<file path="src/rtl/core/rmt_pkg.sv">
// ring management package: types, codes and constants
// no dependencies
package rmt_pkg;

	localparam int unsigned MaxTransitions = 8;
	localparam int unsigned StepW = $clog2(MaxTransitions + 1);

	typedef enum logic [1:0] {
		CMD_EVAL = 2'd0,
		CMD_RESET = 2'd1,
		CMD_DUP = 2'd2,
		CMD_NONE = 2'd3
	} cmd_t;

	localparam logic [2:0] S_ISO = 3'd0;
	localparam logic [2:0] S_NONOP = 3'd1;
	localparam logic [2:0] S_RINGOP = 3'd2;
	localparam logic [2:0] S_DETECT = 3'd3;
	localparam logic [2:0] S_NONOP_DUP = 3'd4;
	localparam logic [2:0] S_RINGOP_DUP = 3'd5;
	localparam logic [2:0] S_DIRECTED = 3'd6;
	localparam logic [2:0] S_TRACE = 3'd7;

	localparam logic [1:0] ECM_OUT = 2'd0;
	localparam logic [1:0] ECM_IN = 2'd1;
	localparam logic [1:0] ECM_TRACE = 2'd2;

	localparam logic [1:0] TS_NONE = 2'd0;
	localparam logic [1:0] TS_INIT = 2'd1;
	localparam logic [1:0] TS_PROP = 2'd2;
	localparam logic [1:0] TS_TERM = 2'd3;

	localparam logic [1:0] MRR_NONE = 2'd0;
	localparam logic [1:0] MRR_OFF = 2'd1;
	localparam logic [1:0] MRR_ON = 2'd2;

	localparam logic [1:0] DAT_UNKNOWN = 2'd0;
	localparam logic [1:0] DAT_PASS = 2'd1;
	localparam logic [1:0] DAT_FAIL = 2'd2;

	localparam logic [2:0] R_TRACE_EN = 3'd0;
	localparam logic [2:0] R_HOLD = 3'd1;
	localparam logic [2:0] R_NONOP_T = 3'd2;
	localparam logic [2:0] R_STUCK_T = 3'd3;
	localparam logic [2:0] R_ANNOUNCE_T = 3'd4;
	localparam logic [2:0] R_DIRECT_T = 3'd5;
	localparam logic [2:0] R_SULK = 3'd6;
	localparam logic [2:0] R_MAX_FLOPS = 3'd7;

	// internal flag bit positions
	localparam int unsigned F_NO = 0;
	localparam int unsigned F_RE = 1;
	localparam int unsigned F_LAV = 2;
	localparam int unsigned F_MAV = 3;
	localparam int unsigned F_BN = 4;
	localparam int unsigned F_JM = 5;
	localparam int unsigned F_DUP = 6;

	typedef struct packed {
		logic [1:0] cmd;
		logic [31:0] now_sec;
		logic join_req;
		logic loop;
		logic own_beacon;
		logic other_beacon;
		logic trt_expired;
		logic t4_or_t5;
		logic dup_detected;
		logic ring_operational;
		logic [1:0] dupa_result;
		logic port_in_trace;
	} rmt_in_t;

	typedef struct packed {
		logic [2:0] rm_state;
		logic [1:0] ecm_code;
		logic [1:0] trace_status;
		logic loop_avail;
		logic mac_avail;
		logic dup_addr_flag;
		logic start_directed_beacon;
		logic stop_directed_beacon;
		logic start_trace;
		logic [1:0] mac_reset_request;
		logic dup_alarm;
		logic timer_running;
	} rmt_out_t;

	typedef struct packed {
		logic trace_enable;
		logic hold_available;
		logic [7:0] non_op_time;
		logic [7:0] stuck_time;
		logic [7:0] announce_time;
		logic [7:0] direct_time;
		logic [9:0] sulk_unit;
		logic [3:0] max_flops;
	} rmt_cfg_t;

	// controller to datapath
	typedef struct packed {
		logic load;   // capture a new request and run its prologue
		logic step;   // run one state body pass
		logic mul;    // compute backoff product
	} rmt_ctl_t;

	// datapath to controller
	typedef struct packed {
		logic run;    // prologue asks for evaluation
		logic chain;  // current pass chains on
	} rmt_sts_t;

endpackage

</file>
<file path="src/rtl/core/rmt_if.sv">
// valid/ready channel interfaces for ring management
// depends on rmt_pkg
interface rmt_in_if;
	logic valid;
	logic ready;
	rmt_pkg::rmt_in_t data;
	modport source (output valid, output data, input ready);
	modport sink (input valid, input data, output ready);
endinterface

interface rmt_out_if;
	logic valid;
	logic ready;
	rmt_pkg::rmt_out_t data;
	modport source (output valid, output data, input ready);
	modport sink (input valid, input data, output ready);
endinterface

interface rmt_cfg_if;
	logic valid;
	logic ready;
	logic [2:0] index;
	logic [9:0] wdata;
	modport source (output valid, output index, output wdata, input ready);
	modport sink (input valid, input index, input wdata, output ready);
endinterface

</file>
<file path="src/rtl/core/rmt_ctrl.sv">
// ring management controller: sequences load, backoff multiply and passes
// depends on rmt_pkg
module rmt_ctrl (
	input logic clk,
	input logic arst_n,
	input logic in_valid,
	output logic in_ready,
	output logic out_valid,
	input logic out_ready,
	output rmt_pkg::rmt_ctl_t ctl,
	input rmt_pkg::rmt_sts_t sts
);
	typedef enum logic [3:0] {
		ST_IDLE = 4'b0001,
		ST_MUL = 4'b0010,
		ST_PASS = 4'b0100,
		ST_DONE = 4'b1000
	} st_t;

	st_t state_q;
	logic [rmt_pkg::StepW-1:0] cnt_q;

	assign in_ready = (state_q == ST_IDLE);
	assign out_valid = (state_q == ST_DONE);
	assign ctl.load = in_valid && in_ready;
	assign ctl.mul = (state_q == ST_MUL);
	assign ctl.step = (state_q == ST_PASS);

	// state register and pass counter
	always_ff @(posedge clk or negedge arst_n) begin
		if (!arst_n) begin
			state_q <= ST_IDLE;
			cnt_q <= '0;
		end else begin
			unique case (state_q)
				ST_IDLE: begin
					if (in_valid) state_q <= ST_MUL;
					cnt_q <= '0;
				end
				ST_MUL: begin
					if (sts.run) state_q <= ST_PASS;
					else state_q <= ST_DONE;
				end
				ST_PASS: begin
					cnt_q <= cnt_q + 1'b1;
					if (!sts.chain ||
						cnt_q == rmt_pkg::StepW'(rmt_pkg::MaxTransitions - 1))
						state_q <= ST_DONE;
					else
						state_q <= ST_MUL;
				end
				ST_DONE: begin
					if (out_ready) state_q <= ST_IDLE;
				end
				default: state_q <= ST_IDLE;
			endcase
		end
	end
endmodule

</file>
<file path="src/rtl/core/rmt_dp.sv">
// ring management datapath: state, flags, timer, backoff and pulses
// depends on rmt_pkg
module rmt_dp (
	input logic clk,
	input logic arst_n,
	input rmt_pkg::rmt_cfg_t cfg,
	input rmt_pkg::rmt_in_t in_data,
	input rmt_pkg::rmt_ctl_t ctl,
	output rmt_pkg::rmt_sts_t sts,
	output rmt_pkg::rmt_out_t out_data
);
	logic [2:0] st_q;
	logic [6:0] fl_q;
	logic [31:0] base_q;
	logic tact_q;
	logic [3:0] flop_q;
	logic dupf_q, marked_q;
	logic [1:0] dupa_q, ecm_q, ts_q;
	logic sdb_q, stdb_q, str_q, alarm_q;
	logic [1:0] mrr_q;
	logic run_q;
	rmt_pkg::rmt_in_t c_q;
	logic [13:0] prod_q;

	// limit checks against the captured second, no wrap
	function automatic logic passed(input logic [31:0] base, input logic [31:0] now,
		input logic [13:0] v);
		logic [32:0] s;
		s = {1'b0, base} + {19'd0, v};
		return s <= {1'b0, now};
	endfunction

	logic bcn;
	assign bcn = c_q.own_beacon | c_q.other_beacon;

	// next-value logic for one pass or prologue
	logic [2:0] n_st;
	logic [6:0] n_fl;
	logic [31:0] n_base;
	logic n_tact, n_dupf, n_chain, n_run, n_marked;
	logic [3:0] n_flop;
	logic [1:0] n_ecm, n_ts, n_mrr, n_dupa;
	logic n_sdb, n_stdb, n_str, n_alarm;

	assign sts.run = run_q;
	assign sts.chain = n_chain;

	always_comb begin
		logic [6:0] f;
		logic [1:0] dr;
		logic iso, nonop, ringop, detect, nondup, rdup, directed, trace_e, dact;
		n_st = st_q; n_fl = fl_q; n_base = base_q; n_tact = tact_q;
		n_dupf = dupf_q; n_flop = flop_q; n_ecm = ecm_q; n_ts = ts_q;
		n_mrr = mrr_q; n_dupa = dupa_q; n_sdb = sdb_q; n_stdb = stdb_q;
		n_str = str_q; n_alarm = alarm_q; n_chain = 1'b0; n_run = 1'b0;
		n_marked = marked_q;
		f = fl_q;
		dr = in_data.dupa_result;
		iso = 1'b0; nonop = 1'b0; ringop = 1'b0; detect = 1'b0; nondup = 1'b0;
		rdup = 1'b0; directed = 1'b0; trace_e = 1'b0; dact = 1'b0;
		if (ctl.load) begin
			n_sdb = 1'b0; n_stdb = 1'b0; n_str = 1'b0; n_mrr = rmt_pkg::MRR_NONE;
			n_alarm = 1'b0;
			if (in_data.cmd != rmt_pkg::CMD_NONE &&
				(dr == rmt_pkg::DAT_PASS || dr == rmt_pkg::DAT_FAIL))
				n_dupa = dr;
			unique case (rmt_pkg::cmd_t'(in_data.cmd))
				rmt_pkg::CMD_EVAL: n_run = 1'b1;
				rmt_pkg::CMD_RESET: iso = 1'b1;
				rmt_pkg::CMD_DUP: begin
					n_dupa = rmt_pkg::DAT_FAIL;
					if (!marked_q) begin
						n_marked = 1'b1;
						n_alarm = 1'b1;
						n_run = 1'b1;
					end
				end
				default: ;
			endcase
			// evaluation prologue
			if (n_run) begin
				if (!cfg.trace_enable) begin
					n_tact = 1'b0;
					n_run = 1'b0;
				end else begin
					if (in_data.port_in_trace && st_q != rmt_pkg::S_TRACE) begin
						n_st = rmt_pkg::S_TRACE;
						n_ecm = rmt_pkg::ECM_TRACE;
						n_ts = rmt_pkg::TS_PROP;
					end
					if (!in_data.join_req && !in_data.loop && !f[rmt_pkg::F_DUP] &&
						n_st != rmt_pkg::S_ISO)
						iso = 1'b1;
				end
			end
			if (iso) begin
				n_st = rmt_pkg::S_ISO;
				n_fl = 7'd0;
				n_fl[rmt_pkg::F_NO] = 1'b1;
				n_fl[rmt_pkg::F_RE] = !cfg.hold_available;
				if (n_ts == rmt_pkg::TS_INIT || n_ts == rmt_pkg::TS_PROP)
					n_ts = rmt_pkg::TS_TERM;
				n_ecm = rmt_pkg::ECM_OUT;
				n_tact = 1'b0;
			end
		end else if (ctl.step) begin
			unique case (st_q)
				rmt_pkg::S_ISO: begin
					if (c_q.join_req || c_q.loop) begin nonop = 1'b1; n_chain = 1'b1; end
				end
				rmt_pkg::S_NONOP: begin
					if (cfg.hold_available && !f[rmt_pkg::F_NO] &&
						(bcn || (c_q.trt_expired && c_q.t4_or_t5))) begin
						n_fl[rmt_pkg::F_NO] = 1'b1; nonop = 1'b1; n_chain = 1'b1;
					end else if (c_q.ring_operational) begin
						ringop = 1'b1; n_chain = 1'b1;
					end else if (passed(base_q, c_q.now_sec, {6'd0, cfg.non_op_time})) begin
						n_fl[rmt_pkg::F_BN] = 1'b0; n_fl[rmt_pkg::F_NO] = 1'b1;
						detect = 1'b1; n_chain = 1'b1;
					end
				end
				rmt_pkg::S_RINGOP: begin
					if (!c_q.ring_operational) begin
						nonop = 1'b1; n_chain = 1'b1;
					end else if (dupa_q == rmt_pkg::DAT_FAIL) begin
						n_fl[rmt_pkg::F_LAV] = 1'b0; n_fl[rmt_pkg::F_MAV] = 1'b0;
						n_dupf = 1'b1; rdup = 1'b1;
					end
				end
				rmt_pkg::S_DETECT: begin
					if (c_q.ring_operational) begin
						ringop = 1'b1; n_chain = 1'b1;
					end else if (f[rmt_pkg::F_BN] && bcn) begin
						n_fl[rmt_pkg::F_BN] = 1'b0; detect = 1'b1; n_chain = 1'b1;
					end else if (!f[rmt_pkg::F_BN] && c_q.trt_expired && c_q.t4_or_t5 &&
						!bcn) begin
						n_fl[rmt_pkg::F_BN] = 1'b1; detect = 1'b1; n_chain = 1'b1;
					end else if (c_q.dup_detected) begin
						n_dupf = 1'b1; n_fl[rmt_pkg::F_BN] = 1'b0; n_fl[rmt_pkg::F_JM] = 1'b0;
						dact = 1'b1; n_chain = 1'b1;
					end else if (passed(base_q, c_q.now_sec, {6'd0, cfg.stuck_time}) &&
						c_q.join_req && f[rmt_pkg::F_BN]) begin
						directed = 1'b1; n_chain = 1'b1;
					end
				end
				rmt_pkg::S_NONOP_DUP: begin
					if (c_q.ring_operational) begin
						rdup = 1'b1; n_chain = 1'b1;
					end else if (f[rmt_pkg::F_BN] && bcn) begin
						n_fl[rmt_pkg::F_BN] = 1'b0; nondup = 1'b1; n_chain = 1'b1;
					end else if (!f[rmt_pkg::F_BN] && c_q.trt_expired && c_q.t4_or_t5) begin
						n_fl[rmt_pkg::F_BN] = 1'b1; nondup = 1'b1; n_chain = 1'b1;
					end else if (!f[rmt_pkg::F_BN] && !f[rmt_pkg::F_DUP] &&
						passed(base_q, c_q.now_sec, {6'd0, cfg.announce_time})) begin
						n_fl[rmt_pkg::F_NO] = 1'b1; dact = 1'b1;
					end else if (c_q.join_req && f[rmt_pkg::F_BN] &&
						passed(base_q, c_q.now_sec, {6'd0, cfg.stuck_time})) begin
						directed = 1'b1; n_chain = 1'b1;
					end else if (f[rmt_pkg::F_DUP] && passed(base_q, c_q.now_sec, prod_q)) begin
						n_dupf = 1'b0; iso = 1'b1; n_mrr = rmt_pkg::MRR_ON; n_chain = 1'b1;
					end
				end
				rmt_pkg::S_RINGOP_DUP: begin
					if (dupa_q == rmt_pkg::DAT_PASS) begin
						n_dupf = 1'b0; ringop = 1'b1; n_chain = 1'b1;
					end else if (!c_q.ring_operational) begin
						n_fl[rmt_pkg::F_JM] = 1'b0; n_fl[rmt_pkg::F_BN] = 1'b0;
						dact = 1'b1; n_chain = 1'b1;
					end
				end
				rmt_pkg::S_DIRECTED: begin
					if (bcn) begin
						n_fl[rmt_pkg::F_BN] = 1'b0; n_stdb = 1'b1; n_chain = 1'b1;
						if (!dupf_q) detect = 1'b1;
						else dact = 1'b1;
					end else if (passed(base_q, c_q.now_sec, {6'd0, cfg.direct_time}) &&
						f[rmt_pkg::F_RE]) begin
						trace_e = 1'b1; n_chain = 1'b1;
					end
				end
				default: ;
			endcase
			// entry actions
			if (dact) begin
				if (flop_q < cfg.max_flops) n_flop = flop_q + 4'd1;
				n_mrr = rmt_pkg::MRR_OFF;
				n_fl[rmt_pkg::F_DUP] = 1'b1;
				nondup = 1'b1;
			end
			if (iso) begin
				n_st = rmt_pkg::S_ISO;
				n_fl = 7'd0;
				n_fl[rmt_pkg::F_NO] = 1'b1;
				n_fl[rmt_pkg::F_RE] = !cfg.hold_available;
				if (ts_q == rmt_pkg::TS_INIT || ts_q == rmt_pkg::TS_PROP)
					n_ts = rmt_pkg::TS_TERM;
				n_ecm = rmt_pkg::ECM_OUT;
				n_tact = 1'b0;
			end
			if (nonop) begin
				n_st = rmt_pkg::S_NONOP;
				n_fl[rmt_pkg::F_LAV] = 1'b0; n_fl[rmt_pkg::F_MAV] = 1'b0;
				n_ts = rmt_pkg::TS_NONE; n_ecm = rmt_pkg::ECM_IN;
				n_base = c_q.now_sec; n_tact = 1'b1;
			end
			if (ringop) begin
				n_st = rmt_pkg::S_RINGOP;
				n_fl[rmt_pkg::F_NO] = 1'b0;
				if (c_q.loop) n_fl[rmt_pkg::F_LAV] = 1'b1;
				if (c_q.join_req) n_fl[rmt_pkg::F_MAV] = 1'b1;
				n_tact = 1'b0;
			end
			if (detect || nondup || directed) begin
				n_base = c_q.now_sec; n_tact = 1'b1;
			end
			if (detect) n_st = rmt_pkg::S_DETECT;
			if (nondup) n_st = rmt_pkg::S_NONOP_DUP;
			if (directed) begin n_st = rmt_pkg::S_DIRECTED; n_sdb = 1'b1; end
			if (rdup) begin n_st = rmt_pkg::S_RINGOP_DUP; n_tact = 1'b0; end
			if (trace_e) begin
				n_st = rmt_pkg::S_TRACE; n_ecm = rmt_pkg::ECM_TRACE;
				n_ts = rmt_pkg::TS_INIT; n_str = 1'b1; n_tact = 1'b0;
			end
		end
	end

	// captured conditions and backoff product
	always_ff @(posedge clk) begin
		if (ctl.load) c_q <= in_data;
		if (ctl.mul) prod_q <= flop_q * cfg.sulk_unit;
	end

	// architectural state
	always_ff @(posedge clk or negedge arst_n) begin
		if (!arst_n) begin
			st_q <= rmt_pkg::S_ISO;
			fl_q <= 7'd1;
			base_q <= '0;
			tact_q <= 1'b0;
			flop_q <= '0;
			dupf_q <= 1'b0;
			marked_q <= 1'b0;
			dupa_q <= rmt_pkg::DAT_UNKNOWN;
			ecm_q <= rmt_pkg::ECM_OUT;
			ts_q <= rmt_pkg::TS_NONE;
			sdb_q <= 1'b0; stdb_q <= 1'b0; str_q <= 1'b0; alarm_q <= 1'b0;
			mrr_q <= rmt_pkg::MRR_NONE;
			run_q <= 1'b0;
		end else if (ctl.load || ctl.step) begin
			st_q <= n_st; fl_q <= n_fl; base_q <= n_base; tact_q <= n_tact;
			flop_q <= n_flop; dupf_q <= n_dupf; marked_q <= n_marked;
			dupa_q <= n_dupa; ecm_q <= n_ecm; ts_q <= n_ts;
			sdb_q <= n_sdb; stdb_q <= n_stdb; str_q <= n_str; alarm_q <= n_alarm;
			mrr_q <= n_mrr;
			if (ctl.load) run_q <= n_run;
		end
	end

	// result view
	assign out_data.rm_state = st_q;
	assign out_data.ecm_code = ecm_q;
	assign out_data.trace_status = ts_q;
	assign out_data.loop_avail = fl_q[rmt_pkg::F_LAV];
	assign out_data.mac_avail = fl_q[rmt_pkg::F_MAV];
	assign out_data.dup_addr_flag = dupf_q;
	assign out_data.start_directed_beacon = sdb_q;
	assign out_data.stop_directed_beacon = stdb_q;
	assign out_data.start_trace = str_q;
	assign out_data.mac_reset_request = mrr_q;
	assign out_data.dup_alarm = alarm_q;
	assign out_data.timer_running = tact_q;
endmodule

</file>
<file path="src/rtl/core/rmt_cfg.sv">
// ring management configuration register file
// depends on rmt_pkg
module rmt_cfg (
	input logic clk,
	input logic arst_n,
	rmt_cfg_if.sink cfg_ch,
	output rmt_pkg::rmt_cfg_t cfg
);
	assign cfg_ch.ready = 1'b1;

	// register writes
	always_ff @(posedge clk or negedge arst_n) begin
		if (!arst_n) begin
			cfg.trace_enable <= 1'b1;
			cfg.hold_available <= 1'b0;
			cfg.non_op_time <= 8'd1;
			cfg.stuck_time <= 8'd8;
			cfg.announce_time <= 8'd2;
			cfg.direct_time <= 8'd1;
			cfg.sulk_unit <= 10'd60;
			cfg.max_flops <= 4'd5;
		end else if (cfg_ch.valid) begin
			unique case (cfg_ch.index)
				rmt_pkg::R_TRACE_EN: cfg.trace_enable <= cfg_ch.wdata[0];
				rmt_pkg::R_HOLD: cfg.hold_available <= cfg_ch.wdata[0];
				rmt_pkg::R_NONOP_T: cfg.non_op_time <= cfg_ch.wdata[7:0];
				rmt_pkg::R_STUCK_T: cfg.stuck_time <= cfg_ch.wdata[7:0];
				rmt_pkg::R_ANNOUNCE_T: cfg.announce_time <= cfg_ch.wdata[7:0];
				rmt_pkg::R_DIRECT_T: cfg.direct_time <= cfg_ch.wdata[7:0];
				rmt_pkg::R_SULK: cfg.sulk_unit <= cfg_ch.wdata;
				rmt_pkg::R_MAX_FLOPS: cfg.max_flops <= cfg_ch.wdata[3:0];
				default: ;
			endcase
		end
	end
endmodule

</file>
<file path="src/rtl/core/ring_management_state_machine_top.sv">
// ring management state machine top level
// depends on rmt_pkg, rmt_if, rmt_cfg, rmt_ctrl, rmt_dp
//
// Usage: requests enter on in_ch (valid/ready); each gives exactly one
// result on out_ch. Configuration writes go over cfg_ch (always ready,
// index 0..7); the user must issue them only while the block is idle, which the block itself does not enforce.
// Flow: an accepted request first passes through a backoff multiply
// step; if it runs no evaluation its result is then valid. An evaluation
// runs state body passes (1 to 8): a pass whose transition chains is
// followed by another, and the last pass is one that does not chain or
// the eighth. Each pass is a backoff multiply step followed by a state
// body step. The block takes one request at a time, so the next one is
// accepted the cycle after its result is taken.
// Reset: state isolated, no-op flag set, timer stopped, registers at
// their defaults.
// Stall: the result stays on out_ch until ready; input is held off.
module ring_management_state_machine_top (
	input logic clk,
	input logic arst_n,
	rmt_in_if.sink in_ch,
	rmt_out_if.source out_ch,
	rmt_cfg_if.sink cfg_ch
);
	rmt_pkg::rmt_cfg_t cfg;
	rmt_pkg::rmt_ctl_t ctl;
	rmt_pkg::rmt_sts_t sts;

	rmt_cfg u_cfg (.clk(clk), .arst_n(arst_n), .cfg_ch(cfg_ch), .cfg(cfg));

	rmt_ctrl u_ctrl (
		.clk(clk), .arst_n(arst_n),
		.in_valid(in_ch.valid), .in_ready(in_ch.ready),
		.out_valid(out_ch.valid), .out_ready(out_ch.ready),
		.ctl(ctl), .sts(sts)
	);

	rmt_dp u_dp (
		.clk(clk), .arst_n(arst_n), .cfg(cfg), .in_data(in_ch.data),
		.ctl(ctl), .sts(sts), .out_data(out_ch.data)
	);

`ifndef SYNTHESIS
	// input is never ready while a result is pending
	a_no_overlap: assert property (@(posedge clk) disable iff (!arst_n)
		!(in_ch.ready && out_ch.valid))
		else $error("input ready while result pending");
	// load and pass never coincide
	a_ctl_excl: assert property (@(posedge clk) disable iff (!arst_n)
		!(ctl.load && ctl.step))
		else $error("load and pass together");
	// an accepted request leaves the idle state
	a_accept: assert property (@(posedge clk) disable iff (!arst_n)
		(in_ch.valid && in_ch.ready) |=> !in_ch.ready)
		else $error("still idle after accept");
`endif
endmodule
</file>
<file path="src/flat_wrapper.sv">
// flat-port wrapper written by rule: the top's interface ports become plain ports
module ring_management_state_machine_top_flat 
  (clk, arst_n, in_ch_valid, in_ch_data, in_ch_ready, out_ch_valid, out_ch_data, out_ch_ready, cfg_ch_valid, cfg_ch_index, cfg_ch_wdata, cfg_ch_ready);
  rmt_in_if in_ch_i ();
  rmt_out_if out_ch_i ();
  rmt_cfg_if cfg_ch_i ();
  input logic clk;
  input logic arst_n;
  input wire logic [$bits(in_ch_i.valid)-1:0] in_ch_valid;
  input wire logic [$bits(in_ch_i.data)-1:0] in_ch_data;
  output wire logic [$bits(in_ch_i.ready)-1:0] in_ch_ready;
  output wire logic [$bits(out_ch_i.valid)-1:0] out_ch_valid;
  output wire logic [$bits(out_ch_i.data)-1:0] out_ch_data;
  input wire logic [$bits(out_ch_i.ready)-1:0] out_ch_ready;
  input wire logic [$bits(cfg_ch_i.valid)-1:0] cfg_ch_valid;
  input wire logic [$bits(cfg_ch_i.index)-1:0] cfg_ch_index;
  input wire logic [$bits(cfg_ch_i.wdata)-1:0] cfg_ch_wdata;
  output wire logic [$bits(cfg_ch_i.ready)-1:0] cfg_ch_ready;
  assign in_ch_i.valid = in_ch_valid;
  assign in_ch_i.data = in_ch_data;
  assign in_ch_ready = in_ch_i.ready;
  assign out_ch_valid = out_ch_i.valid;
  assign out_ch_data = out_ch_i.data;
  assign out_ch_i.ready = out_ch_ready;
  assign cfg_ch_i.valid = cfg_ch_valid;
  assign cfg_ch_i.index = cfg_ch_index;
  assign cfg_ch_i.wdata = cfg_ch_wdata;
  assign cfg_ch_ready = cfg_ch_i.ready;
  ring_management_state_machine_top u_core (.clk(clk), .arst_n(arst_n), .in_ch(in_ch_i), .out_ch(out_ch_i), .cfg_ch(cfg_ch_i));
endmodule
</file>
<file path="config.mk">
export PLATFORM = sky130hd
export DESIGN_NAME = ring_management_state_machine_top_flat
export DESIGN_NICKNAME = d
export VERILOG_FILES = /design/src/rtl/core/rmt_pkg.sv /design/src/rtl/core/rmt_if.sv /design/src/rtl/core/rmt_ctrl.sv /design/src/rtl/core/rmt_dp.sv /design/src/rtl/core/rmt_cfg.sv /design/src/rtl/core/ring_management_state_machine_top.sv /design/src/flat_wrapper.sv
export SDC_FILE = /design/constraint.sdc
export NUM_CORES = 1
export LEC_CHECK = 0
export ABC_AREA = 1
export CAP_MARGIN = 20
export CELL_PAD_IN_SITES_DETAIL_PLACEMENT = 1
export CELL_PAD_IN_SITES_GLOBAL_PLACEMENT = 2
export CORE_MARGIN = 8
export CORE_UTILIZATION = 35
export CTS_CLUSTER_DIAMETER = 80
export CTS_CLUSTER_SIZE = 25
export DETAILED_ROUTE_END_ITERATION = 16
export DONT_BUFFER_PORTS = 1
export PLACE_DENSITY_LB_ADDON = 0.1
export RECOVER_POWER = 100
export SYNTH_ARGS = -nofsm -noshare
export SYNTH_HDL_FRONTEND = slang
export SYNTH_SLANG_ARGS = --single-unit
</file>
<file path="constraint.sdc">
create_clock -name clk -period 4.4 [get_ports clk]
set_input_delay 0 -clock clk [delete_from_list [all_inputs] [get_ports clk]]
set_output_delay 0 -clock clk [all_outputs]
set_load 0.005 [all_outputs]
</file>
==> results.cfg, run 1 <==
[timing]
max_slew_margin_pct = -122
final-setup-viol-count = 52
skew_ns = 0.0240
final_critical_path_setup_slack_ns = -0.317
holdWs_ns = 0.0681
post-route-period-util_pct = 107
setup_repair_after_global_routing_missed_its_margin = yes
final.setup.tns_ns = -12.08
fmax_ghz = 0.212
worst_slew_pin_tran_ns = 3.33
timing.final.max_slew_violations = 118
final.min_clock_period_ns = 4.72
timing.final.hold_violations = 0

[status]
violations_in_the_final_reports = capacitance limit, slew limit, setup timing
run_status = finished with violations

[critical_path]
crit_slowest_cell = sky130_fd_sc_hd__dfrtp_1
timing.setup.critical_path_class = flip-flop to flip-flop
setup.worst_path.end = u_core.u_dp.base_q[3]$_DFFE_PN0P_
cp-startpoint = u_core.u_dp.base_q[1]$_DFFE_PN0P_
critical_path.max_fanout = 5
timing.critical_path.mode_cell = sky130_fd_sc_hd__buf_6
regToRegStartpoint = u_core.u_dp.base_q[1]$_DFFE_PN0P_
critPathLaunchType = flip-flop
worstSetupEndpointType = flip-flop
cp_data_arrival_time_ns = 5.08
max_stage_delay_ns = 0.40
ff2ff_setup_slack_ns = -0.32
end_of_the_worst_register_to_register_path = u_core.u_dp.base_q[3]$_DFFE_PN0P_
cp_required_ns = 4.76
worstRegToRegCells = 31

[placement]
gp_congestion = 1.01
dp_cells = 3009
place_hpwl_mm = 54.1
numPortBuffers = 0

[grt]
grt_max_degree = 118
groute.usage.overall_pct = 25.6
global_route.overflow_total = 0
vias_in_the_first_global_route = 17693
grt_first_pass_wirelength_mm = 105
antenna_found_initial = 1

[pwr]
p_total_mw = 10.0
share_of_total_power_in_combinational_logic_pct = 60.2
power.switching_mw = 4.78
power.static_leakage_nw = 11.5
power.density_cell_area_nw_per_um2 = 441
power_switching_share_pct = 47.7
p_int_mw = 5.25
pwr-share-seq_pct = 23.9
worst_supply_voltage_drop_on_vdd_uv = 300
power.clock.fraction_pct = 15.9

[cells_and_area]
layout.core_utilization_pct = 49.2
final_layout_size_suffix_gt1_share_pct = 28.8
finish.cell_count_without_fillers = 3182
antenna_cells_inserted = 0
finish.net_count = 2877
fillers = 5557
layout-area-overhead-vs-synth_pct = 39.4

[logic_synthesis]
ys_top_cells_by_area = sky130_fd_sc_hd__ha_1 18%, sky130_fd_sc_hd__dfrtp_1 16%, sky130_fd_sc_hd__nand2_1 11%
number_of_warnings_reported_in_the_yosys_synthesis_log = 0
synthDistinctLibCells = 53
yosys_register_bits = 171
synth-seq-area-share_pct = 28.0
synth.net_count = 2453
post_synth_edffs = 54
netlist_instances = 2138
synth_top_area_cell = sky130_fd_sc_hd__ha_1
synthesized_cell_area_sq_um = 16300
post-synth-top-area-fraction_pct = 17.7
async_reset_ff_share_pct = 68.4
syn-mean-instance-area_sq_um = 7.64
yosys_most_used_dff = sky130_fd_sc_hd__dfrtp_1

[floorplanning]
initial_utilization_pct = 35.3
dieArea_sq_um = 53800
core-area_sq_um = 46300
placementRows = 79
floorplan.die.width_um = 232
die_height_um = 232
ios = 83

[clock_tree]
buffer_depth_of_the_longest_clock_path = 2
path_clk_slew_ns = 0.08
cts-htree-levels = 4
cts_tree = built
cts_root_buffer = sky130_fd_sc_hd__clkbuf_16
clock_sink_count = 171
worst_skew_pair.late_latency_ns = 0.50
tritoncts.num_buffers = 17

[flow_run]
max_cap_viol_count = 1

[routing]
route.vias.total = 16337
drt_wl_total_mm = 69.6
drt_iter0_drc = 772
wire_per_inst_um = 21.9
number_of_vias_per_cell = 5.13
drt_drc_violations_left = 0
antenna_left = 0
detail_route.first_pass.iterations = 5

[worst_hold_path]
hold_path_class = primary input to flip-flop
-- state kept, by name, indices dropped and copies added (netlist names), 4 cells and up --
| name | flops |
|---|---|
| u_core.u_dp.fl_q | 6 |
| u_core.u_dp.c_q | 40 |
| u_core.u_dp.flop_q | 4 |
| u_core.u_dp.base_q | 32 |
| u_core.u_ctrl.cnt_q | 4 |
| u_core.u_ctrl.state_q | 4 |
| u_core.u_dp.prod_q | 14 |
| u_core.u_cfg.cfg | 48 |
-- kinds of logic after synthesis --
logic type	share of synthesized area (%)
and+or+nand+nor	22.6
buffers and inverters	9.21
AOI/OAI and AO/OA	10.9
adders and majority gates	20.3
DFF	28.0
xor gates and xnor gates	8.85
muxes	0.207
other	0.0230
-- stage by stage --
step	setup WS, ns	instance area (sq um)
floorplan	0.142	16300
global placement	-0.707	19200
detailed placement	-0.888	19200
CTS	-0.301	21900
global route	-0.569	22800
finish	-0.317	22800
-- cell usage after synthesis, types with 8 or more instances --
master / number
sky130_fd_sc_hd__buf_2: 8
sky130_fd_sc_hd__nor4_1: 26
sky130_fd_sc_hd__inv_1: 316
sky130_fd_sc_hd__xnor2_1: 18
sky130_fd_sc_hd__buf_4: 18
sky130_fd_sc_hd__o21bai_1: 12
sky130_fd_sc_hd__ha_1: 231
sky130_fd_sc_hd__dfstp_2: 13
sky130_fd_sc_hd__a21oi_1: 141
sky130_fd_sc_hd__clkbuf_1: 13
sky130_fd_sc_hd__edfxtp_1: 54
sky130_fd_sc_hd__nand4_1: 50
sky130_fd_sc_hd__o21ai_0: 118
sky130_fd_sc_hd__dfrtp_1: 104
sky130_fd_sc_hd__fa_1: 21
sky130_fd_sc_hd__nor3_1: 30
sky130_fd_sc_hd__nand3_1: 62
sky130_fd_sc_hd__xor2_1: 147
sky130_fd_sc_hd__nand3_2: 11
sky130_fd_sc_hd__o21ai_1: 34
sky130_fd_sc_hd__nand2_1: 477
sky130_fd_sc_hd__nor2_1: 160
-- per-layer routing --
layer	track usage (%)	up-vias	wire, um
met2	45.2	271	34900
met3	3.76	122	1930
li1	-	7893	-
met4	10.4	2	2780
met1	30.9	8049	30000
met5	0	-	13
-- worst max-delay path, delay by kind of cell (launching register included) --
kind / cells / cell delay [ns]
adders and majority gates: 2 / 0.58
xor gates and xnor gates: 1 / 0.05
AOI/OAI and AO/OA: 5 / 0.56
and+or+nand+nor: 16 / 2.23
DFF: 1 / 0.40
buffers and inverters: 7 / 0.75
-- cells in the final DEF, fill, tap and decap left out, types with 15 or more instances in the layout --
cell,synthesis,layout
sky130_fd_sc_hd__a21oi_1,141,112
sky130_fd_sc_hd__a21oi_2,0,26
sky130_fd_sc_hd__buf_4,18,333
sky130_fd_sc_hd__buf_6,5,25
sky130_fd_sc_hd__clkbuf_16,0,20
sky130_fd_sc_hd__dfrtp_1,104,103
sky130_fd_sc_hd__dlygate4sd3_1,0,77
sky130_fd_sc_hd__edfxtp_1,54,54
sky130_fd_sc_hd__fa_1,21,20
sky130_fd_sc_hd__ha_1,231,213
sky130_fd_sc_hd__ha_4,0,17
sky130_fd_sc_hd__inv_1,316,303
sky130_fd_sc_hd__inv_2,7,18
sky130_fd_sc_hd__nand2_1,477,385
sky130_fd_sc_hd__nand2_2,7,64
sky130_fd_sc_hd__nand2_4,1,36
sky130_fd_sc_hd__nand3_1,62,45
sky130_fd_sc_hd__nand3_2,11,21
sky130_fd_sc_hd__nand4_1,50,50
sky130_fd_sc_hd__nor2_1,160,126
sky130_fd_sc_hd__nor2_2,3,24
sky130_fd_sc_hd__nor3_1,30,25
sky130_fd_sc_hd__o21ai_0,118,97
sky130_fd_sc_hd__o21ai_1,34,19
sky130_fd_sc_hd__o21ai_2,0,34
sky130_fd_sc_hd__xnor2_1,18,15
sky130_fd_sc_hd__xor2_1,147,134
-- power by group through the flow --
stage / combinational (mW) / clock [mW] / sequential, mW
6_report: 6.04 / 1.59 / 2.40
2_1_floorplan: 2.86 / 0 / 2.26
5_1_grt: 6.62 / 1.69 / 2.45
3_5_place_dp: 5.03 / 0 / 2.40
3_3_place_gp: 4.87 / 0 / 2.39
4_1_cts: 5.62 / 1.65 / 2.38
-- how the worst min path moves through the flow --
stage                    start                                 end  slack [ns]  cells past startpoint
3_3_place_gp            arst_n  u_core.u_dp.base_q[15]$_DFFE_PN0P_       -0.28                      0
4_1_cts        cfg_ch_index[2]    u_core.u_cfg.cfg[38]$_DFFE_PN1P_        0.02                      3
2_1_floorplan           arst_n    u_core.u_cfg.cfg[10]$_DFFE_PN0P_       -0.30                      0
3_5_place_dp            arst_n  u_core.u_dp.base_q[17]$_DFFE_PN0P_       -0.28                      0
5_1_grt         in_ch_data[19]       u_core.u_dp.c_q[19]$_DFFE_PP_        0.11                      1
6_report        in_ch_data[44]      u_core.u_dp.tact_q$_DFFE_PN0P_        0.07                      8
-- repair_timing --
item / CTS / global route
endpoints found under the setup margin: 57 / 58
gates cloned: 2 / 5
setup buffers: 47 / 26
pin swaps: 98 / 110
endpoints found under the hold margin: 221 / 0
gates resized for setup: 235 / 172
hold buffers: 78 / 0
-- area by class of cell --
class	count	area, sq um	share of cell area (%)
multi-input cells	1598	11800	52.0
flip-flops and latches	171	4570	20.1
repair buffers	448	3780	16.6
inverters	326	1230	5.40
well taps	607	759	3.34
clock buffers	17	425	1.87
clock inverters	15	176	0.775
(Power assumes the default switching activity.)
==> inputs of run 2 (changes only) <==
==> constraint.sdc (replaced) <==
create_clock -name clk -period 4.3 [get_ports clk]
set_input_delay 0 -clock clk [delete_from_list [all_inputs] [get_ports clk]]
set_output_delay 0 -clock clk [all_outputs]
set_load 0.05 [all_outputs]
==> run 2 against run 1 <==
- the run still ends with capacitance limit, slew limit, setup timing left
- power increased by 3.3%
- clock power increased by 4%
- cell area decreased by 0.20%
==> results.cfg, run 2 (same netlist as run 1, synthesis figures left out) <==
[critical_path]
max_stage_delay_ns = 0.40
crit_cells = 34
timing.setup.critical_path_class = flip-flop to flip-flop
critPathLaunchType = flip-flop
cp_data_arrival_time_ns = 5.17
worstSetupEndpointType = flip-flop
critical_path.max_fanout = 8
crit_buf_inv = 9
largest_delay_contributor_family_on_the_critical_path = simple AND/OR/NAND/NOR gates
worstRegToRegCells = 34
cp-startpoint = u_core.u_dp.base_q[1]$_DFFE_PN0P_
crit_slowest_cell = sky130_fd_sc_hd__dfrtp_1
regToRegStartpoint = u_core.u_dp.base_q[1]$_DFFE_PN0P_
ff2ff_setup_slack_ns = -0.51
cp_required_ns = 4.66

[grt]
grt_first_pass_wirelength_mm = 107
antenna_found_initial = 0
global_route.overflow_total = 0
grt_max_degree = 118
groute.usage.overall_pct = 26.2
vias_in_the_first_global_route = 17912

[timing]
final-setup-viol-count = 54
final_critical_path_setup_slack_ns = -0.513
final.min_clock_period_ns = 4.81
timing.final.max_slew_violations = 118
holdWs_ns = 0.0379
worst_slew_pin_tran_ns = 3.44
timing.final.hold_violations = 0
fmax_ghz = 0.208
setup_repair_after_global_routing_missed_its_margin = yes
max_slew_margin_pct = -129
skew_ns = 0.0202
post-route-period-util_pct = 112

[clock_tree]
worst_skew_pair.late_latency_ns = 0.50
path_clk_slew_ns = 0.08
cts_root_buffer = sky130_fd_sc_hd__clkbuf_16
cts_tree = built
tritoncts.num_buffers = 17
buffer_depth_of_the_longest_clock_path = 2
cts-htree-levels = 4
clock_sink_count = 171

[floorplanning]
ios = 83
placementRows = 79
initial_utilization_pct = 35.3
die_height_um = 232
core-area_sq_um = 46300
floorplan.die.width_um = 232
dieArea_sq_um = 53800

[flow_run]
max_cap_viol_count = 1

[routing]
drt_iter0_drc = 740
detail_route.first_pass.iterations = 5
number_of_vias_per_cell = 5.11
wire_per_inst_um = 21.9
route.vias.total = 16440
drt_wl_total_mm = 70.4
drt_drc_violations_left = 0
antenna_left = 0

[cells_and_area]
total_area_of_multi_input_combinational_cells_sq_um = 11500
layout.area.seq_sq_um = 4570
commonest_non_fill_non_tap_cell_in_the_layout = sky130_fd_sc_hd__nand2_1
layout-area-overhead-vs-synth_pct = 39.1
fillers = 5611
biggestRegsByFlops = u_core.u_cfg.cfg (48), u_core.u_dp.c_q (40), u_core.u_dp.base_q (32)
final_cell_mix = 399 x sky130_fd_sc_hd__nand2_1, 380 x sky130_fd_sc_hd__buf_4, 306 x sky130_fd_sc_hd__inv_1
finish.net_count = 2915
finish.cell_count_without_fillers = 3220
final_layout_size_suffix_gt1_share_pct = 27.8
post-route-cell-area_sq_um = 22700
antenna_cells_inserted = 0
largest_register = u_core.u_cfg.cfg
largest_register_ffs = 48

[placement]
dp_cells = 3045
place_hpwl_mm = 55.3
post_detailed_placement_cell_area_sq_um = 19400
numPortBuffers = 0
gp_congestion = 0.990

[worst_hold_path]
min_path_cells = 6
hold_path_class = primary input to flip-flop
hold_path.startpoint = in_ch_data[44]

[status]
violations_in_the_final_reports = capacitance limit, slew limit, setup timing
run_status = finished with violations

[pwr]
power.static_leakage_nw = 11.6
power.density_cell_area_nw_per_um2 = 457
worst_supply_voltage_drop_on_vdd_uv = 446
[run 2: cell count changes in the layout (fill, tap and decap cells not counted), sizes merged]
cell	previous run	this run
clkinvlp	1	0
bufinv	0	2
nand2	487	486
clkbuf	23	24
dlygate4sd3	77	75
clkinv	10	7
buf	365	407
[run 2: metal layers]
layer  GRT usage [%]  wire (um)  vias to the layer above
li1                -          -                     7952
met1            31.4      30500                     8076
met2            45.9      34800                      274
met3            3.41       1850                      138
met4            12.3       3230                        0
met5               0          0                        -
[run 2: power breakdown]
part	switching [mW]	internal, mW
clock	0.775	0.873
sequential	0.495	2.09
combinational	3.65	2.49
[run 2: layout make-up]
cell class                      instances  area share [%]
Clock buffer                           19            1.91
Clock inverter                         13           0.694
Inverter                              326            5.41
Multi-Input combinational cell       1597            50.6
Sequential cell                       171            20.1
Tap cell                              607            3.34
Timing Repair Buffer                  487            18.0
[run 2: through the flow]
| step | power, mW | setup slack [ns] | setup TNS (ns) | util, % |
|---|---|---|---|---|
| floorplan | 5.42 | 0.0391 | 0 | - |
| global placement | 7.72 | -0.848 | -41.94 | 42.0 |
| detailed placement | 7.88 | -0.933 | -47.82 | 42.0 |
| CTS | 10.1 | -0.528 | -22.65 | 47.9 |
| global route | 11.1 | -0.719 | -34.51 | 49.1 |
| finish | 10.4 | -0.513 | -21.48 | 49.1 |
[run 2: worst paths after layout]
kind | end
max | u_core.u_dp.base_q[29]$_DFFE_PN0P_
min | u_core.u_dp.ecm_q[1]$_DFFE_PN0P_
max reg2reg | u_core.u_dp.base_q[29]$_DFFE_PN0P_
min reg2reg | u_core.u_dp.alarm_q$_DFFE_PN0P_
max in group asynchronous | u_core.u_dp.flop_q[2]$_DFFE_PN0P_
min in group asynchronous | u_core.u_dp.base_q[18]$_DFFE_PN0P_
[run 2: what timing repair did]
action	4_1_cts	5_1_grt
resized for setup	198	143
hold buffers	76	0
setup buffers	55	13
pin swaps	68	73
endpoints found under the setup margin	57	58
cloned	6	0
hold endpoints to repair	222	0
[run 2: worst register-to-register path: cells and delay by family (launching register included)]
family                   cells  cell delay (ns)
adder cells (fa/ha/maj)      2             0.54
AND/OR/NAND/NOR             16             1.76
XOR/XNOR                     1             0.14
AO/OA/AOI/OAI                6             0.83
buffers and inverters        9             1.03
flip-flops                   1             0.40
==> inputs of run 3 (changes only) <==
Settings changed: CORE_UTILIZATION 35 to 36, CTS_BUF_LIST set to sky130_fd_sc_hd__clkbuf_4 sky130_fd_sc_hd__clkbuf_8, SETUP_SLACK_MARGIN set to 0.3.
==> run 3 against run 2 <==
- the run still ends with capacitance limit, slew limit, setup timing left
- maximum frequency increased by 0.34%
- hold slack improved by 0.024 ns
- setup slack improved by 0.016 ns
- clock power decreased by 25%
- die area decreased by 2.6%
- power decreased by 1.4%
- sequential share of layout area decreased by 0.65 points
- sequential cell count unchanged
- sequential power about the same
- clock skew increased by 0.018 ns
- critical path depth decreased by 1
- largest cell class unchanged
- largest power group unchanged
- highest routed layer unchanged
==> results.cfg, run 3 (same netlist as run 1, synthesis figures left out) <==
[placement]
post_placement_worst_setup_slack_ns = -0.903
gp_congestion = 0.962
post_detailed_placement_cell_area_sq_um = 19600
place_hpwl_mm = 56.1
dp_cells = 3056
numPortBuffers = 0

[timing]
final.setup.tns_ns = -21.02
post-route-period-util_pct = 112
max_slew_margin_pct = -66.4
setup_repair_after_global_routing_missed_its_margin = yes
skew_ns = 0.0383
final_critical_path_setup_slack_ns = -0.496
final-setup-viol-count = 57
holdWs_ns = 0.0616
timing.final.hold_violations = 0
timing.final.max_slew_violations = 120
fmax_ghz = 0.208
final.min_clock_period_ns = 4.80
worst_slew_pin_tran_ns = 2.50

[clock_tree]
tritoncts.num_buffers = 17
cts_root_buffer = sky130_fd_sc_hd__clkbuf_8
path_clk_slew_ns = 0.11
clock_sink_count = 171
worst_skew_pair.late_latency_ns = 0.60
buffer_depth_of_the_longest_clock_path = 2
cts_tree = built
cts-htree-levels = 4

[cells_and_area]
post-route-cell-area_sq_um = 23500
layout-area-overhead-vs-synth_pct = 43.9
fillers = 5452
commonest_non_fill_non_tap_cell_in_the_layout = sky130_fd_sc_hd__buf_4
finish.cell_count_without_fillers = 3294
final_layout_size_suffix_gt1_share_pct = 29.8
largest_register_ffs = 48
biggestRegsByFlops = u_core.u_cfg.cfg (48), u_core.u_dp.c_q (40), u_core.u_dp.base_q (32)
layout.core_utilization_pct = 52.1
largest_register = u_core.u_cfg.cfg
final_cell_mix = 408 x sky130_fd_sc_hd__buf_4, 401 x sky130_fd_sc_hd__nand2_1, 304 x sky130_fd_sc_hd__inv_1
finish.net_count = 2995

[grt]
antenna_found_initial = 1
grt_max_degree = 93
grt_first_pass_wirelength_mm = 109
groute.usage.overall_pct = 27.1
vias_in_the_first_global_route = 18427
global_route.overflow_total = 0

[pwr]
p_int_mw = 5.19
power_switching_share_pct = 49.2
worst_supply_voltage_drop_on_vdd_uv = 523
power.switching_mw = 5.03
share_of_total_power_in_combinational_logic_pct = 62.9
power.clock.fraction_pct = 12.2
power.static_leakage_nw = 11.9
pwr-share-seq_pct = 24.9
p_total_mw = 10.2
power.density_cell_area_nw_per_um2 = 435

[critical_path]
critPathLaunchType = flip-flop
cp_data_arrival_time_ns = 5.24
worstSetupEndpointType = flip-flop
crit_slowest_cell = sky130_fd_sc_hd__dfrtp_1
worstRegToRegCells = 33
cp_required_ns = 4.75
regToRegStartpoint = u_core.u_dp.base_q[2]$_DFFE_PN0P_
critical_path.max_fanout = 8
max_stage_delay_ns = 0.42
end_of_the_worst_register_to_register_path = u_core.u_dp.base_q[15]$_DFFE_PN0P_
timing.setup.critical_path_class = flip-flop to flip-flop
ff2ff_setup_slack_ns = -0.50
timing.critical_path.mode_cell = sky130_fd_sc_hd__buf_4

[worst_hold_path]
hold_path_class = primary input to flip-flop
min_path_cells = 1
hold_path.startpoint = in_ch_data[9]
whs_endpoint = u_core.u_dp.c_q[9]$_DFFE_PP_

[floorplanning]
floorplan.die.width_um = 229
initial_utilization_pct = 36.2
die_height_um = 229
core-area_sq_um = 45100
dieArea_sq_um = 52400
placementRows = 78
ios = 83

[routing]
route.vias.total = 16915
drt_iter0_drc = 653
number_of_vias_per_cell = 5.14
drt_drc_violations_left = 0
wire_per_inst_um = 22.2
detail_route.first_pass.iterations = 5
antenna_left = 0
drt_wl_total_mm = 73.1

[status]
run_status = finished with violations
violations_in_the_final_reports = capacitance limit, slew limit, setup timing

[flow_run]
max_cap_viol_count = 2
## run 3: power by group through the flow
stage,logic [mW],registers (mW),clock network (mW)
floorplan,3.00,2.44,0
global placement,5.18,2.55,0
detailed placement,5.33,2.56,0
CTS,6.02,2.54,1.30
global route,7.00,2.58,1.33
finish,6.43,2.55,1.24
## run 3: layout make-up
class / instances / area (sq um) / share of cell area (%)
tap: 600 / 751 / 3.19
sequential: 171 / 4570 / 19.5
clock buffer: 17 / 234 / 0.996
timing repair buffer: 567 / 4800 / 20.4
clock inverter: 15 / 173 / 0.735
multi-input combinational: 1597 / 11700 / 50.0
inverter: 326 / 1230 / 5.22
antenna: 1 / 2.50 / 0.0106
## run 3: timing repair
item / in CTS / in global routing
endpoints found under the setup margin: 59 / 61
cloned: 1 / 2
pin swaps: 74 / 91
hold buffers: 118 / 0
hold endpoints to repair: 219 / 0
gates resized for setup: 224 / 129
setup buffers: 55 / 29
## run 3: per-layer routing
| layer | GRT usage, % | up-vias | wire [um] |
|---|---|---|---|
| met4 | 12.5 | 0 | 3080 |
| met5 | 0 | - | 0 |
| met3 | 3.08 | 123 | 1950 |
| li1 | - | 8113 | - |
| met1 | 31.7 | 8422 | 30800 |
| met2 | 49.1 | 257 | 37200 |
## run 3: worst max path at each step
| stage | endpoint | depth (start not counted) | startpoint | slack, ns |
|---|---|---|---|---|
| finish | u_core.u_dp.base_q[15]$_DFFE_PN0P_ | 33 | u_core.u_dp.base_q[2]$_DFFE_PN0P_ | -0.50 |
| floorplan | u_core.u_dp.base_q[11]$_DFFE_PN0P_ | 30 | u_core.u_dp.base_q[1]$_DFFE_PN0P_ | 0.25 |
| detailed placement | u_core.u_dp.tact_q$_DFFE_PN0P_ | 26 | u_core.u_dp.base_q[0]$_DFFE_PN0P_ | -0.90 |
| global route | u_core.u_dp.base_q[2]$_DFFE_PN0P_ | 33 | u_core.u_dp.base_q[2]$_DFFE_PN0P_ | -0.72 |
| global placement | u_core.u_dp.st_q[1]$_DFFE_PN0P_ | 26 | u_core.u_dp.base_q[0]$_DFFE_PN0P_ | -0.81 |
| CTS | u_core.u_dp.base_q[12]$_DFFE_PN0P_ | 33 | u_core.u_dp.base_q[2]$_DFFE_PN0P_ | -0.35 |
## run 3: critical path: cells and delay by family (launching register included)
| family | cells | cell delay, ns |
|---|---|---|
| AO/OA/AOI/OAI | 2 | 0.20 |
| XOR/XNOR | 1 | 0.14 |
| adder cells (fa/ha/maj) | 2 | 0.52 |
| buffers and inverters | 16 | 1.94 |
| flip-flops | 1 | 0.42 |
| AND/OR/NAND/NOR | 12 | 1.39 |
